<file path="src/rtl/llda_pkg.sv">
// package: shared types, codes and reset constants of the least-loaded dispatcher
package llda_pkg;

	localparam int MAX_WORKER_SLOTS_DEF = 16;
	localparam int COUNT_BITS_DEF       = 16;

	localparam logic [4:0]  MIN_WORKERS_RST  = 5'd1;
	localparam logic [4:0]  MAX_WORKERS_RST  = 5'd4;
	localparam logic [15:0] SCALE_UP_RST     = 16'd64;
	localparam logic [15:0] SCALE_DOWN_RST   = 16'd8;
	localparam logic [7:0]  DOWN_DELAY_RST   = 8'd30;

	localparam logic [1:0] OP_DISPATCH = 2'd0;
	localparam logic [1:0] OP_CLOSE    = 2'd1;
	localparam logic [1:0] OP_TICK     = 2'd2;
	localparam logic [1:0] OP_SPARE    = 2'd3;

	localparam logic [2:0] REG_MIN_WORKERS = 3'd0;
	localparam logic [2:0] REG_MAX_WORKERS = 3'd1;
	localparam logic [2:0] REG_SCALE_UP    = 3'd2;
	localparam logic [2:0] REG_SCALE_DOWN  = 3'd3;
	localparam logic [2:0] REG_DOWN_DELAY  = 3'd4;

	typedef enum logic [1:0] {
		ST_IDLE,
		ST_SCAN,
		ST_TDEC,
		ST_DONE
	} state_t;

	typedef struct packed {
		logic [4:0]  min_workers;
		logic [4:0]  max_workers;
		logic [15:0] scale_up_threshold;
		logic [15:0] scale_down_per_worker;
		logic [7:0]  scale_down_delay;
	} cfg_t;

	typedef struct packed {
		logic [15:0] chosen_worker_id;
		logic        to_main_loop;
		logic [4:0]  worker_total;
		logic [4:0]  draining_total;
	} res_t;

endpackage

</file>
<file path="src/rtl/least_loaded_dispatch_autoscaler_unit.sv">
// top level: config registers, output register and dispatcher core
//
//  channel | dir | handshake          | payload
//  s_*     | in  | s_tvalid/s_tready  | s_tdata close_worker_id, s_tuser opcode
//  m_*     | out | m_tvalid/m_tready  | m_tdata id/totals, m_tuser to_main_loop
//  cfg_*   | in  | cfg_we             | cfg_index, cfg_data
//
// one transaction at a time; each list scan reads one ram entry per cycle.
// close and tick scan the list once (tick then passes through ST_TDEC); dispatch
// scans it again when a draining worker is re-enabled or a worker is appended.
// the ram needs no clearing pass: per-entry valid bits cleared by arst_n.
// a finished result waits in the output register while the next one is worked on.
module least_loaded_dispatch_autoscaler_unit
	import llda_pkg::*;
#(
	parameter int MAX_WORKER_SLOTS = MAX_WORKER_SLOTS_DEF,
	parameter int COUNT_BITS       = COUNT_BITS_DEF
) (
	input  logic        clk,
	input  logic        arst_n,
	input  logic        s_tvalid,
	output logic        s_tready,
	input  logic [15:0] s_tdata,  // close_worker_id
	input  logic [1:0]  s_tuser,  // opcode
	output logic        m_tvalid,
	input  logic        m_tready,
	output logic [31:0] m_tdata,  // chosen_worker_id, worker_total, draining_total, zero
	output logic [0:0]  m_tuser,  // to_main_loop
	input  logic        cfg_we,
	input  logic [2:0]  cfg_index,
	input  logic [15:0] cfg_data
);

	cfg_t cfg_q;
	res_t res, out_q;
	logic res_valid, res_ready, out_valid_q;

	always_ff @(posedge clk or negedge arst_n) begin
		if (!arst_n) begin
			cfg_q.min_workers           <= MIN_WORKERS_RST;
			cfg_q.max_workers           <= MAX_WORKERS_RST;
			cfg_q.scale_up_threshold    <= SCALE_UP_RST;
			cfg_q.scale_down_per_worker <= SCALE_DOWN_RST;
			cfg_q.scale_down_delay      <= DOWN_DELAY_RST;
		end else if (cfg_we) begin
			case (cfg_index)
				REG_MIN_WORKERS: cfg_q.min_workers           <= cfg_data[4:0];
				REG_MAX_WORKERS: cfg_q.max_workers           <= cfg_data[4:0];
				REG_SCALE_UP:    cfg_q.scale_up_threshold    <= cfg_data;
				REG_SCALE_DOWN:  cfg_q.scale_down_per_worker <= cfg_data;
				REG_DOWN_DELAY:  cfg_q.scale_down_delay      <= cfg_data[7:0];
				default: ;
			endcase
		end
	end

	llda_core #(
		.MAX_WORKER_SLOTS(MAX_WORKER_SLOTS),
		.COUNT_BITS      (COUNT_BITS)
	) u_core (
		.clk      (clk),
		.arst_n   (arst_n),
		.cfg      (cfg_q),
		.in_valid (s_tvalid),
		.in_ready (s_tready),
		.in_op    (s_tuser),
		.in_cid   (s_tdata),
		.res_valid(res_valid),
		.res_ready(res_ready),
		.res      (res)
	);

	assign res_ready = !out_valid_q || m_tready;

	always_ff @(posedge clk or negedge arst_n) begin
		if (!arst_n) begin
			out_valid_q <= 1'b0;
		end else if (res_ready) begin
			out_valid_q <= res_valid;
		end
	end

	always_ff @(posedge clk) begin
		if (res_ready && res_valid) out_q <= res;
	end

	assign m_tvalid = out_valid_q;
	assign m_tdata  = {6'd0, out_q.draining_total, out_q.worker_total, out_q.chosen_worker_id};
	assign m_tuser  = out_q.to_main_loop;

endmodule

</file>
<file path="src/rtl/llda_ram.sv">
// generic single write port ram with registered read
module llda_ram #(
	parameter int WIDTH = 8,
	parameter int DEPTH = 16,
	localparam int AW = (DEPTH > 1) ? $clog2(DEPTH) : 1
) (
	input  logic             clk,
	input  logic             we,
	input  logic [AW-1:0]    waddr,
	input  logic [WIDTH-1:0] wdata,
	input  logic [AW-1:0]    raddr,
	output logic [WIDTH-1:0] rdata
);

	logic [WIDTH-1:0] mem [DEPTH];

	always_ff @(posedge clk) begin
		if (we) begin
			mem[waddr] <= wdata;
		end
		rdata <= mem[raddr];
	end

endmodule

</file>
<file path="src/rtl/llda_core.sv">
// sequencer: scans the worker list in ram, picks, grows, compacts and drains
module llda_core
	import llda_pkg::*;
#(
	parameter int MAX_WORKER_SLOTS = MAX_WORKER_SLOTS_DEF,
	parameter int COUNT_BITS       = COUNT_BITS_DEF
) (
	input  logic        clk,
	input  logic        arst_n,
	input  cfg_t        cfg,
	input  logic        in_valid,
	output logic        in_ready,
	input  logic [1:0]  in_op,
	input  logic [15:0] in_cid,
	output logic        res_valid,
	input  logic        res_ready,
	output res_t        res
);

	localparam int SL = MAX_WORKER_SLOTS;
	localparam int CB = COUNT_BITS;
	localparam int IW = (SL > 1) ? $clog2(SL) : 1;
	localparam int LW = $clog2(SL + 1);
	localparam int EW = 17 + CB;
	localparam int TW = CB + LW;
	localparam int CW = TW + 16;
	localparam int PW = LW + 16;
	localparam int MW = (CB > 16) ? CB : 16;
	localparam logic [7:0] SL8 = 8'(SL);

	state_t state_q, state_d;

	logic [LW-1:0] len_q, rd_idx_q, w_q, rem_q, avail_q, nd_q;
	logic [15:0]   next_id_q, cid_q;
	logic [7:0]    low_q;
	logic [SL-1:0] vld_q;
	logic [1:0]    op_q;
	logic          rescan_q, prune_q;
	logic          rd_s1, vrd_s1;
	logic [TW-1:0] total_q;
	logic          sel_found_q, drn_found_q, m_found_q;
	logic          m_drn_q;
	logic [IW-1:0] sel_idx_q, drn_idx_q, m_idx_q;
	logic [CB-1:0] sel_cnt_q, drn_cnt_q, m_cnt_q;
	logic [15:0]   sel_id_q, drn_id_q;
	res_t          res_q;

	logic          we;
	logic [IW-1:0] waddr, raddr;
	logic [EW-1:0] wdata, rdata;

	logic [15:0]   ent_id;
	logic [CB-1:0] ent_cnt;
	logic          ent_drn;
	logic [7:0]    mn8, mx8, dly8;
	logic [LW-1:0] mn, mx;
	logic          issue, scan_end, retire, accept, grow_chk, grow_drn, grow_app, restart;
	logic [CW-1:0] prod, tot_w;
	logic          low_cond, fire;
	logic [7:0]    lt_inc;

	llda_ram #(.WIDTH(EW), .DEPTH(SL)) u_ram (
		.clk  (clk),
		.we   (we),
		.waddr(waddr),
		.wdata(wdata),
		.raddr(raddr),
		.rdata(rdata)
	);

	// entries never written read as an idle worker with id zero
	assign ent_drn = vrd_s1 ? rdata[0] : 1'b0;
	assign ent_cnt = vrd_s1 ? rdata[CB:1] : '0;
	assign ent_id  = vrd_s1 ? rdata[CB+16:CB+1] : '0;

	always_comb begin
		mn8 = {3'd0, cfg.min_workers};
		if (mn8 == 8'd0) mn8 = 8'd1;
		if (mn8 > SL8) mn8 = SL8;
		mx8 = {3'd0, cfg.max_workers};
		if (mx8 > SL8) mx8 = SL8;
		if (mx8 < mn8) mx8 = mn8;
		dly8 = (cfg.scale_down_delay == 8'd0) ? 8'd1 : cfg.scale_down_delay;
	end
	assign mn = LW'(mn8);
	assign mx = LW'(mx8);

	assign accept   = (state_q == ST_IDLE) && in_valid;
	assign issue    = (state_q == ST_SCAN) && (rd_idx_q < len_q);
	assign raddr    = rd_idx_q[IW-1:0];
	assign scan_end = (state_q == ST_SCAN) && !rd_s1 && !(rd_idx_q < len_q);
	assign retire   = prune_q && ent_drn && (ent_cnt == '0) && ((len_q - rem_q) > mn);

	assign grow_chk = (op_q == OP_DISPATCH) && !rescan_q && sel_found_q
		&& (MW'(sel_cnt_q) >= MW'(cfg.scale_up_threshold)) && (avail_q < mx);
	assign grow_drn = grow_chk && drn_found_q;
	assign grow_app = grow_chk && !drn_found_q && (len_q < mx);
	assign restart  = scan_end && (grow_drn || grow_app);

	assign prod     = CW'(PW'(avail_q - LW'(1)) * PW'(cfg.scale_down_per_worker));
	assign tot_w    = CW'(total_q);
	assign low_cond = (nd_q == '0) && (avail_q > mn) && (tot_w <= prod);
	assign lt_inc   = low_cond ? ((low_q == 8'hff) ? low_q : low_q + 8'd1) : 8'd0;
	assign fire     = lt_inc >= dly8;

	always_comb begin
		state_d  = state_q;
		in_ready = 1'b0;
		we       = 1'b0;
		waddr    = w_q[IW-1:0];
		wdata    = {ent_id, ent_cnt, ent_drn};
		case (state_q)
			ST_IDLE: begin
				in_ready = 1'b1;
				if (in_valid) state_d = ST_SCAN;
			end
			ST_SCAN: begin
				if (rd_s1) begin
					we = prune_q && !retire;
				end else if (scan_end) begin
					case (op_q)
						OP_DISPATCH: begin
							if (grow_drn) begin
								we    = 1'b1;
								waddr = drn_idx_q;
								wdata = {drn_id_q, drn_cnt_q, 1'b0};
							end else if (grow_app) begin
								we    = 1'b1;
								waddr = len_q[IW-1:0];
								wdata = {next_id_q, {CB{1'b0}}, 1'b0};
							end else if (sel_found_q) begin
								we    = 1'b1;
								waddr = sel_idx_q;
								wdata = {sel_id_q,
									(sel_cnt_q == '1) ? sel_cnt_q : sel_cnt_q + CB'(1), 1'b0};
							end
							state_d = restart ? ST_SCAN : ST_DONE;
						end
						OP_CLOSE: begin
							we      = m_found_q && (m_cnt_q != '0);
							waddr   = m_idx_q;
							wdata   = {cid_q, m_cnt_q - CB'(1), m_drn_q};
							state_d = ST_DONE;
						end
						OP_TICK: state_d = ST_TDEC;
						default: state_d = ST_DONE;
					endcase
				end
			end
			ST_TDEC: begin
				we      = prune_q && fire && sel_found_q;
				waddr   = sel_idx_q;
				wdata   = {sel_id_q, sel_cnt_q, 1'b1};
				state_d = ST_DONE;
			end
			ST_DONE: begin
				if (res_ready) state_d = ST_IDLE;
			end
			default: state_d = ST_IDLE;
		endcase
	end

	always_ff @(posedge clk or negedge arst_n) begin
		if (!arst_n) begin
			state_q <= ST_IDLE;
		end else begin
			state_q <= state_d;
		end
	end

	always_ff @(posedge clk or negedge arst_n) begin
		if (!arst_n) begin
			len_q     <= LW'(MIN_WORKERS_RST);
			next_id_q <= 16'(MIN_WORKERS_RST);
			low_q     <= '0;
			vld_q     <= '0;
			rd_idx_q  <= '0;
			rd_s1     <= 1'b0;
			rescan_q  <= 1'b0;
			prune_q   <= 1'b0;
			op_q      <= OP_DISPATCH;
		end else begin
			if (we) vld_q[waddr] <= 1'b1;
			rd_s1 <= issue;
			if (issue) rd_idx_q <= rd_idx_q + LW'(1);
			if (accept) begin
				op_q     <= in_op;
				rescan_q <= 1'b0;
				prune_q  <= (in_op == OP_TICK) && (mx > mn);
				rd_idx_q <= '0;
			end
			if (restart) begin
				rescan_q <= 1'b1;
				rd_idx_q <= '0;
				if (grow_drn) begin
					low_q <= '0;
				end else begin
					len_q     <= len_q + LW'(1);
					next_id_q <= next_id_q + 16'd1;
				end
			end
			if (scan_end && prune_q) len_q <= w_q;
			if (state_q == ST_TDEC && prune_q) low_q <= fire ? 8'd0 : lt_inc;
		end
	end

	always_ff @(posedge clk) begin
		vrd_s1 <= vld_q[raddr];
		if (accept || restart) begin
			if (accept) cid_q <= in_cid;
			w_q         <= '0;
			rem_q       <= '0;
			avail_q     <= '0;
			nd_q        <= '0;
			total_q     <= '0;
			sel_found_q <= 1'b0;
			drn_found_q <= 1'b0;
			m_found_q   <= 1'b0;
		end else if (state_q == ST_SCAN && rd_s1) begin
			if (retire) begin
				rem_q <= rem_q + LW'(1);
			end else begin
				w_q <= w_q + LW'(1);
				if (ent_drn) begin
					nd_q <= nd_q + LW'(1);
					if (!drn_found_q) begin
						drn_found_q <= 1'b1;
						drn_idx_q   <= w_q[IW-1:0];
						drn_cnt_q   <= ent_cnt;
						drn_id_q    <= ent_id;
					end
				end else begin
					avail_q <= avail_q + LW'(1);
					total_q <= total_q + TW'(ent_cnt);
					if (!sel_found_q || ent_cnt < sel_cnt_q) begin
						sel_found_q <= 1'b1;
						sel_idx_q   <= w_q[IW-1:0];
						sel_cnt_q   <= ent_cnt;
						sel_id_q    <= ent_id;
					end
				end
				if (!m_found_q && ent_id == cid_q) begin
					m_found_q <= 1'b1;
					m_idx_q   <= w_q[IW-1:0];
					m_cnt_q   <= ent_cnt;
					m_drn_q   <= ent_drn;
				end
			end
		end
		if (scan_end && !restart) begin
			res_q.chosen_worker_id <= (op_q == OP_DISPATCH && sel_found_q) ? sel_id_q : 16'd0;
			res_q.to_main_loop     <= (op_q == OP_DISPATCH) && !sel_found_q;
			res_q.worker_total     <= 5'(prune_q ? w_q : len_q);
			res_q.draining_total   <= 5'(nd_q);
		end
		if (state_q == ST_TDEC) begin
			res_q.draining_total <= 5'(nd_q + LW'(prune_q && fire && sel_found_q));
		end
	end

	assign res_valid = (state_q == ST_DONE);
	assign res       = res_q;

	a_len_range: assert property (@(posedge clk) disable iff (!arst_n)
		len_q <= LW'(SL)) else $error("list length beyond slots");

	a_counts_bound: assert property (@(posedge clk) disable iff (!arst_n)
		(state_q == ST_SCAN) |-> (32'(avail_q) + 32'(nd_q) <= 32'(len_q)))
		else $error("scan tallies exceed list length");

	a_append_grows: assert property (@(posedge clk) disable iff (!arst_n)
		(restart && grow_app) |=> (len_q == $past(len_q) + LW'(1)))
		else $error("append did not grow the list");

	a_no_write_idle: assert property (@(posedge clk) disable iff (!arst_n)
		(state_q == ST_IDLE || state_q == ST_DONE) |-> !we)
		else $error("ram write outside a transaction");

endmodule

</file>
<file path="config.mk">
export PLATFORM = sky130hd
export DESIGN_NAME = least_loaded_dispatch_autoscaler_unit
export DESIGN_NICKNAME = d
export VERILOG_FILES = /design/src/rtl/llda_pkg.sv /design/src/rtl/least_loaded_dispatch_autoscaler_unit.sv /design/src/rtl/llda_ram.sv /design/src/rtl/llda_core.sv
export SDC_FILE = /design/constraint.sdc
export NUM_CORES = 2
export LEC_CHECK = 0
export BUFFER_PORTS_ARGS = -buffer_cell sky130_fd_sc_hd__buf_2
export CAP_MARGIN = 20
export CORE_MARGIN = 2
export CORE_UTILIZATION = 60
export DETAILED_ROUTE_END_ITERATION = 8
export GPL_ROUTABILITY_DRIVEN = 0
export PLACE_DENSITY = 0.87
export SLEW_MARGIN = 0
export SYNTH_ARGS = -nofsm -noshare
export SYNTH_HDL_FRONTEND = slang
export SYNTH_SLANG_ARGS = --single-unit
</file>
<file path="constraint.sdc">
create_clock -name clk -period 19.2 [get_ports clk]
set_input_delay 3.84 -clock clk [delete_from_list [all_inputs] [get_ports clk]]
set_output_delay 3.84 -clock clk [all_outputs]
set_load 0.03 [all_outputs]
</file>
Word-level counts from Yosys, hierarchy flattened. Memory sizes are Yosys's and may differ from the RTL's. A register that Yosys moved wholly into a read port is not among the register bits. Cells that the tools add are included.

Logic and storage cells: 237. Bits of input ports: 42. RAM bits: 528. Memories: 1. Output and inout port bits: 35. Flip-flop bits (word level): 316.

Reductions and logical operators: 77. Bitwise gates (word level): 6. Order comparisons: 16. Eq/ne operators: 18. Multipliers: 1. Muxes and demuxes: 61. Add/sub/neg operators: 14.

Memories: u_core.u_ram.mem (depth 16, width 33, rd ports 1, clocked after memory_dff 1, write ports 1, RTL line llda_ram.sv:15) `logic [WIDTH-1:0] mem [DEPTH];`.

Operators with widths (count): $mux W33 (5); $pmux W33 S2 (2); $mux W5 (13); $mux W8 (7); $mux W16 (3); $le A21 B37 Y1 (1); $mul A21 B16 Y37 (1); $add A16 B1 Y16 const B (2); $logic_and A1 B1 Y1 (31); $add A5 B1 Y5 const B (6); $reduce_and A2 Y1 (11); $add A21 B16 Y21 (1); $lt A5 B5 Y1 (4); $mux W4 (5); $eq A16 B16 Y1 (1); $eq A16 B16 Y1 const B (1); $ge A16 B16 Y1 (1); $logic_not A16 Y1 (1); $lt A16 B16 Y1 (1); $or A16 B16 Y16 (1); $pmux W4 S2 (2); $reduce_bool A16 Y1 (1); $sub A16 B1 Y16 const B (1); $gt A5 B5 Y1 (3); 35 further kinds (88).

Depth between registers and ports, before layout.
Depth in word-level cells: 21. Mapped depth: 55. Gate-level depth less buffers: 53.

Hierarchy. From an unflattened synthesis, not the netlist that was laid out.

Cell total of the unflattened synthesis: 3558. Area, all modules: 46873.7 um^2.

Modules (own cells, without submodules): llda_core (cells each 2547, area each 23277.3 um^2, times used 1, sequential area each 6413.7 um^2); llda_ram (cells each 864, area each 20631.0 um^2, times used 1, sequential area each 16515.8 um^2); least_loaded_dispatch_autoscaler_unit (cells each 147, area each 2965.3 um^2, times used 1, sequential area each 2097.0 um^2).

Worst setup path after synthesis. No wires, ideal clock.

Kind: register to register. From: reg u_core.avail_q[2]. To: mem u_core.u_ram.mem[11][0] (netlist name), enable pin. Clock period less this slack: 12.594 ns. Buffers on the path: 4. Arrival: 12.166 ns. Stages on the path, launching flop included: 52. Setup slack: 6.606 ns. Required time: 18.772 ns. Setup time: 0.428 ns. Path through: dfxtp_1 -> clkbuf_1 -> nor3_1 -> nor3b_1 -> clkbuf_1 -> nand2_1 -> fa_1 -> inv_1 -> fa_1 -> inv_1 -> fa_1 -> fa_1 -> inv_1 -> fa_1 -> inv_1 -> fa_1 -> inv_1 -> ha_1 -> [16 not listed] -> o32ai_1 -> a211oi_1 -> nand3_1 -> or4_4 -> nor4_4 -> buf_6 -> nand2b_1 -> nor2_1 -> ha_1 -> a21o_1 -> a21o_1 -> a21oi_1 -> nor2b_1 -> o21ai_0 -> a211o_1 -> a21o_1 -> nor3_1 -> nor2b_1.

Word-level cells in the longest chain between the ends: 12. Elaborated cells on any way between the ends: 29. Those cells by class: add/sub: 1; mul: 1; order compare: 4; mux: 15; reduce/logical: 8.

Ends and longest elaborated chain: start: declaration (RTL line llda_core.sv:33) `logic [LW-1:0] len_q, rd_idx_q, w_q, rem_q, avail_q, nd_q;`; start signal: assignment (RTL line llda_core.sv:233) `avail_q <= avail_q + LW'(1);`; parallel branches: the longest is 12 deep, another holds $mul A21 B16 Y37; end: declaration (RTL line llda_ram.sv:15).

Parallel ways; which one is timed is not known.

Worst setup path in the final report.
From: reg u_core.avail_q[0]. To: mem u_core.u_ram.mem[3][9] (netlist name), enable pin.

The elaborated chain is that of the path after synthesis.

==> summary.txt <==
Run status
  – Status: finished clean

Drt
  – DR vias/cell: 6.53
  – Remaining DRCs: 0
  – Final WL: 120000 um
  – WL/cell: 26.4 um
  – Drt pass-1 iters: 6
  – Iteration-0 DRC Markers: 3650
  – Total vias in the final route: 29697
  – Antenna-violating nets left: 0

Floorplan
  – Die X: 281 um
  – Initial Utilization: 0.606
  – Die area: 78800 um2
  – Core outline area: 75800 um2
  – Site row count: 101
  – IO Pins: 77
  – Chip Height: 281 um

Synthesis
  – Yosys reg bits: 877
  – Post-synthesis sequential area ratio: 0.545
  – Most common cell in the netlist: edfxtp_1
  – Top_reg_cell synth: edfxtp_1
  – Area contributors post-synth: edfxtp_1, mux4_2, fa_1
  – Asr flop ratio synth: 0.123
  – Commonest cells post-synth: edfxtp_1, inv_1, ha_1
  – Post-Synthesis Cell Area: 45900 um2
  – Largest area contributor in the netlist: edfxtp_1
  – Mean Syn Cell Area: 13.5 um2
  – Post-synthesis cell type count: 91
  – Yosys warning total: 0
  – Syn Inst Count: 3401
  – Share of the synthesized area in the top cell type: 0.452
  – Post-synth EDFFs: 691

Worst setup path
  – Crit-path most repeated cell: inv_1
  – Critical path launch point: u_core.avail_q[0]$_SDFFE_PP0P_
  – Reg2reg setup slack: 5.05 ns
  – Max incr delay on CP: 0.87 ns
  – Worst EP arrival: 14.39 ns
  – Setup crit end kind: flop
  – Reg-to-Reg Start: u_core.avail_q[0]$_SDFFE_PP0P_
  – Critical Path Fanout Max: 33
  – WS Path Type: reg -> reg
  – Critical Path RT: 19.44 ns
  – Worst-case reg-to-reg path depth: 50
  – Critical Path Slowest Stage Cell: nor2_4
  – Crit path to: u_core.u_ram.mem[3][9]$_DFFE_PP_
  – Crit start category: flop
  – R2r endpoint: u_core.u_ram.mem[3][9]$_DFFE_PP_

Clock network
  – Num CTS Buffers: 86
  – Clk sinks: 877
  – Setup Buffers After CTS: 0
  – Longest Clk Path Bufs: 3
  – Clock slew at reported path FFs: 0.08 ns
  – CTS Hold Bufs: 0
  – Post-CTS sizing: 0
  – Worst-Skew Late Latency: 0.67 ns
  – H-tree levels: 3
  – TritonCTS clock tree: built
  – Clk root buf: clkbuf_16

Global route
  – Met3 Use GR: 0.0590
  – Pin count of the biggest net entering global routing: 113
  – Met1 Usage GRT: 0.388
  – Initial antenna violation count: 3
  – Vias in the first global route: 29967
  – Overflow after GRT: 0
  – First-pass GRT wire length: 182000 um
  – M2 GR Usage: 0.520
  – Gr busiest metal: met2
  – Total GRT Usage: 0.311

Hold path
  – Hold crit path type: reg -> reg

Layout
  – Share of layout cells above drive strength 1: 0.150
  – Nets: 3944
  – Area growth syn-to-layout: 10.1%
  – Diodes inserted: 0

Placed design
  – Detailed placer's ending HPWL: 79200 um
  – # port buffers: 70

STA
  – Slew Limit Fails: 0
  – Final Setup Violations: 0
  – Fmax: 70.6 MHz
  – RSZ-0062 raised after global routing: no
  – Final Critical Period: 14.15 ns
  – Fin crit share: 0.737
  – Final Hold Vio Count: 0
  – Final Skew: 0.0678 ns
  – Rel. slew slack: 0.226
  – Fin Setup TNS: 0 ns
  – Worst Tran Pin Value: 1.16 ns

Flow run
  – Max cap viols: 0
==> cell families after synthesis <==
group                      share of synthesized area
DFF                                            0.545
xor gates and xnor gates                      0.0248
muxes                                         0.0940
other                                      0.0000816
buffers and inverters                         0.0396
adders and majority gates                      0.136
AOI/OAI and AO/OA                             0.0775
and+or+nand+nor                               0.0832
==> critical path, delay by kind of cell (launching register included) <==
family | cells | cell delay (ns)
and+or+nand+nor | 14 | 4.69
adders and majority gates | 9 | 4.26
AOI/OAI and AO/OA | 18 | 2.99
buffers and inverters | 8 | 1.07
DFF | 1 | 0.54
xor gates and xnor gates | 1 | 0.15
==> layout make-up <==
| type | instances | area (um2) |
|---|---|---|
| fill | 5016 | 25300 |
| inverter | 334 | 1250 |
| sequential | 877 | 25000 |
| tap | 978 | 1220 |
| timing repair buffer | 141 | 985 |
| multi-input combinational | 2059 | 19300 |
| clock buffer | 117 | 2390 |
| clock inverter | 39 | 402 |
==> flip-flops by register name, summed over array words and instances (netlist names), 21 cells and up, named ones only <==
register,count
u_core.u_ram.mem,528
cfg_q,50
u_core.u_ram.rdata,33
u_core.res,27
m_tdata,26
u_core.total_q,21
==> layer usage <==
layer,share of wire,wire length (um)
met5,0.00013,16
met3,0.097,11600
met4,0.058,6900
met1,0.36,42600
met2,0.49,58800
==> how the worst min path moves through the flow <==
stage / from / endpoint / slack, ns / cells past startpoint
after floorplan: u_core.res[11]$_SDFFCE_PN0P_ / m_tdata[0]$_DFFE_PP_ / 0.40 / 0
after global placement: u_core.res[21]$_SDFFCE_PN0P_ / m_tdata[10]$_DFFE_PP_ / 0.40 / 0
after detailed placement: u_core.res[19]$_SDFFCE_PN0P_ / m_tdata[8]$_DFFE_PP_ / 0.40 / 0
after CTS: u_core.res[20]$_SDFFCE_PN0P_ / m_tdata[9]$_DFFE_PP_ / 0.40 / 0
after global routing: u_core.res[20]$_SDFFCE_PN0P_ / m_tdata[9]$_DFFE_PP_ / 0.42 / 0
final: u_core.res[20]$_SDFFCE_PN0P_ / m_tdata[9]$_DFFE_PP_ / 0.40 / 0
==> placed cells by master, fill, tap and decap left out, types with 32 or more instances in the layout <==
cell | synthesis | final
dfrtp_1 | 98 | 94
nand4_1 | 35 | 35
nor2b_1 | 49 | 47
xor2_1 | 58 | 58
clkbuf_16 | 0 | 88
dfxtp_1 | 78 | 77
a21o_1 | 36 | 36
nand2_1 | 232 | 232
buf_2 | 13 | 69
nand3_1 | 46 | 46
a211oi_1 | 36 | 36
nor2_1 | 159 | 148
edfxtp_1 | 691 | 691
inv_1 | 334 | 334
buf_4 | 8 | 64
o21ai_0 | 133 | 129
ha_1 | 241 | 241
fa_1 | 162 | 162
xnor2_1 | 72 | 72
and2_1 | 57 | 57
nor3_1 | 47 | 46
mux4_2 | 170 | 170
mux2_2 | 32 | 32
a21oi_1 | 118 | 117
==> stage by stage <==
step | worst slack [ns] | hold slack, ns | cell area (um2) | util | instances
floorplan | 6.61 | 0.400 | 46000 | - | 3406
global placement | 5.99 | 0.402 | 47600 | 0.628 | 4377
detailed placement | 5.44 | 0.405 | 47600 | 0.628 | 4378
CTS | 5.15 | 0.396 | 50400 | 0.665 | 4534
global route | 4.18 | 0.423 | 50600 | 0.667 | 4545
finish | 5.05 | 0.398 | 50600 | 0.667 | 4545
Power is not shown: default switching activity piles up to over one toggle a cycle in this logic, so the estimate is an artifact.
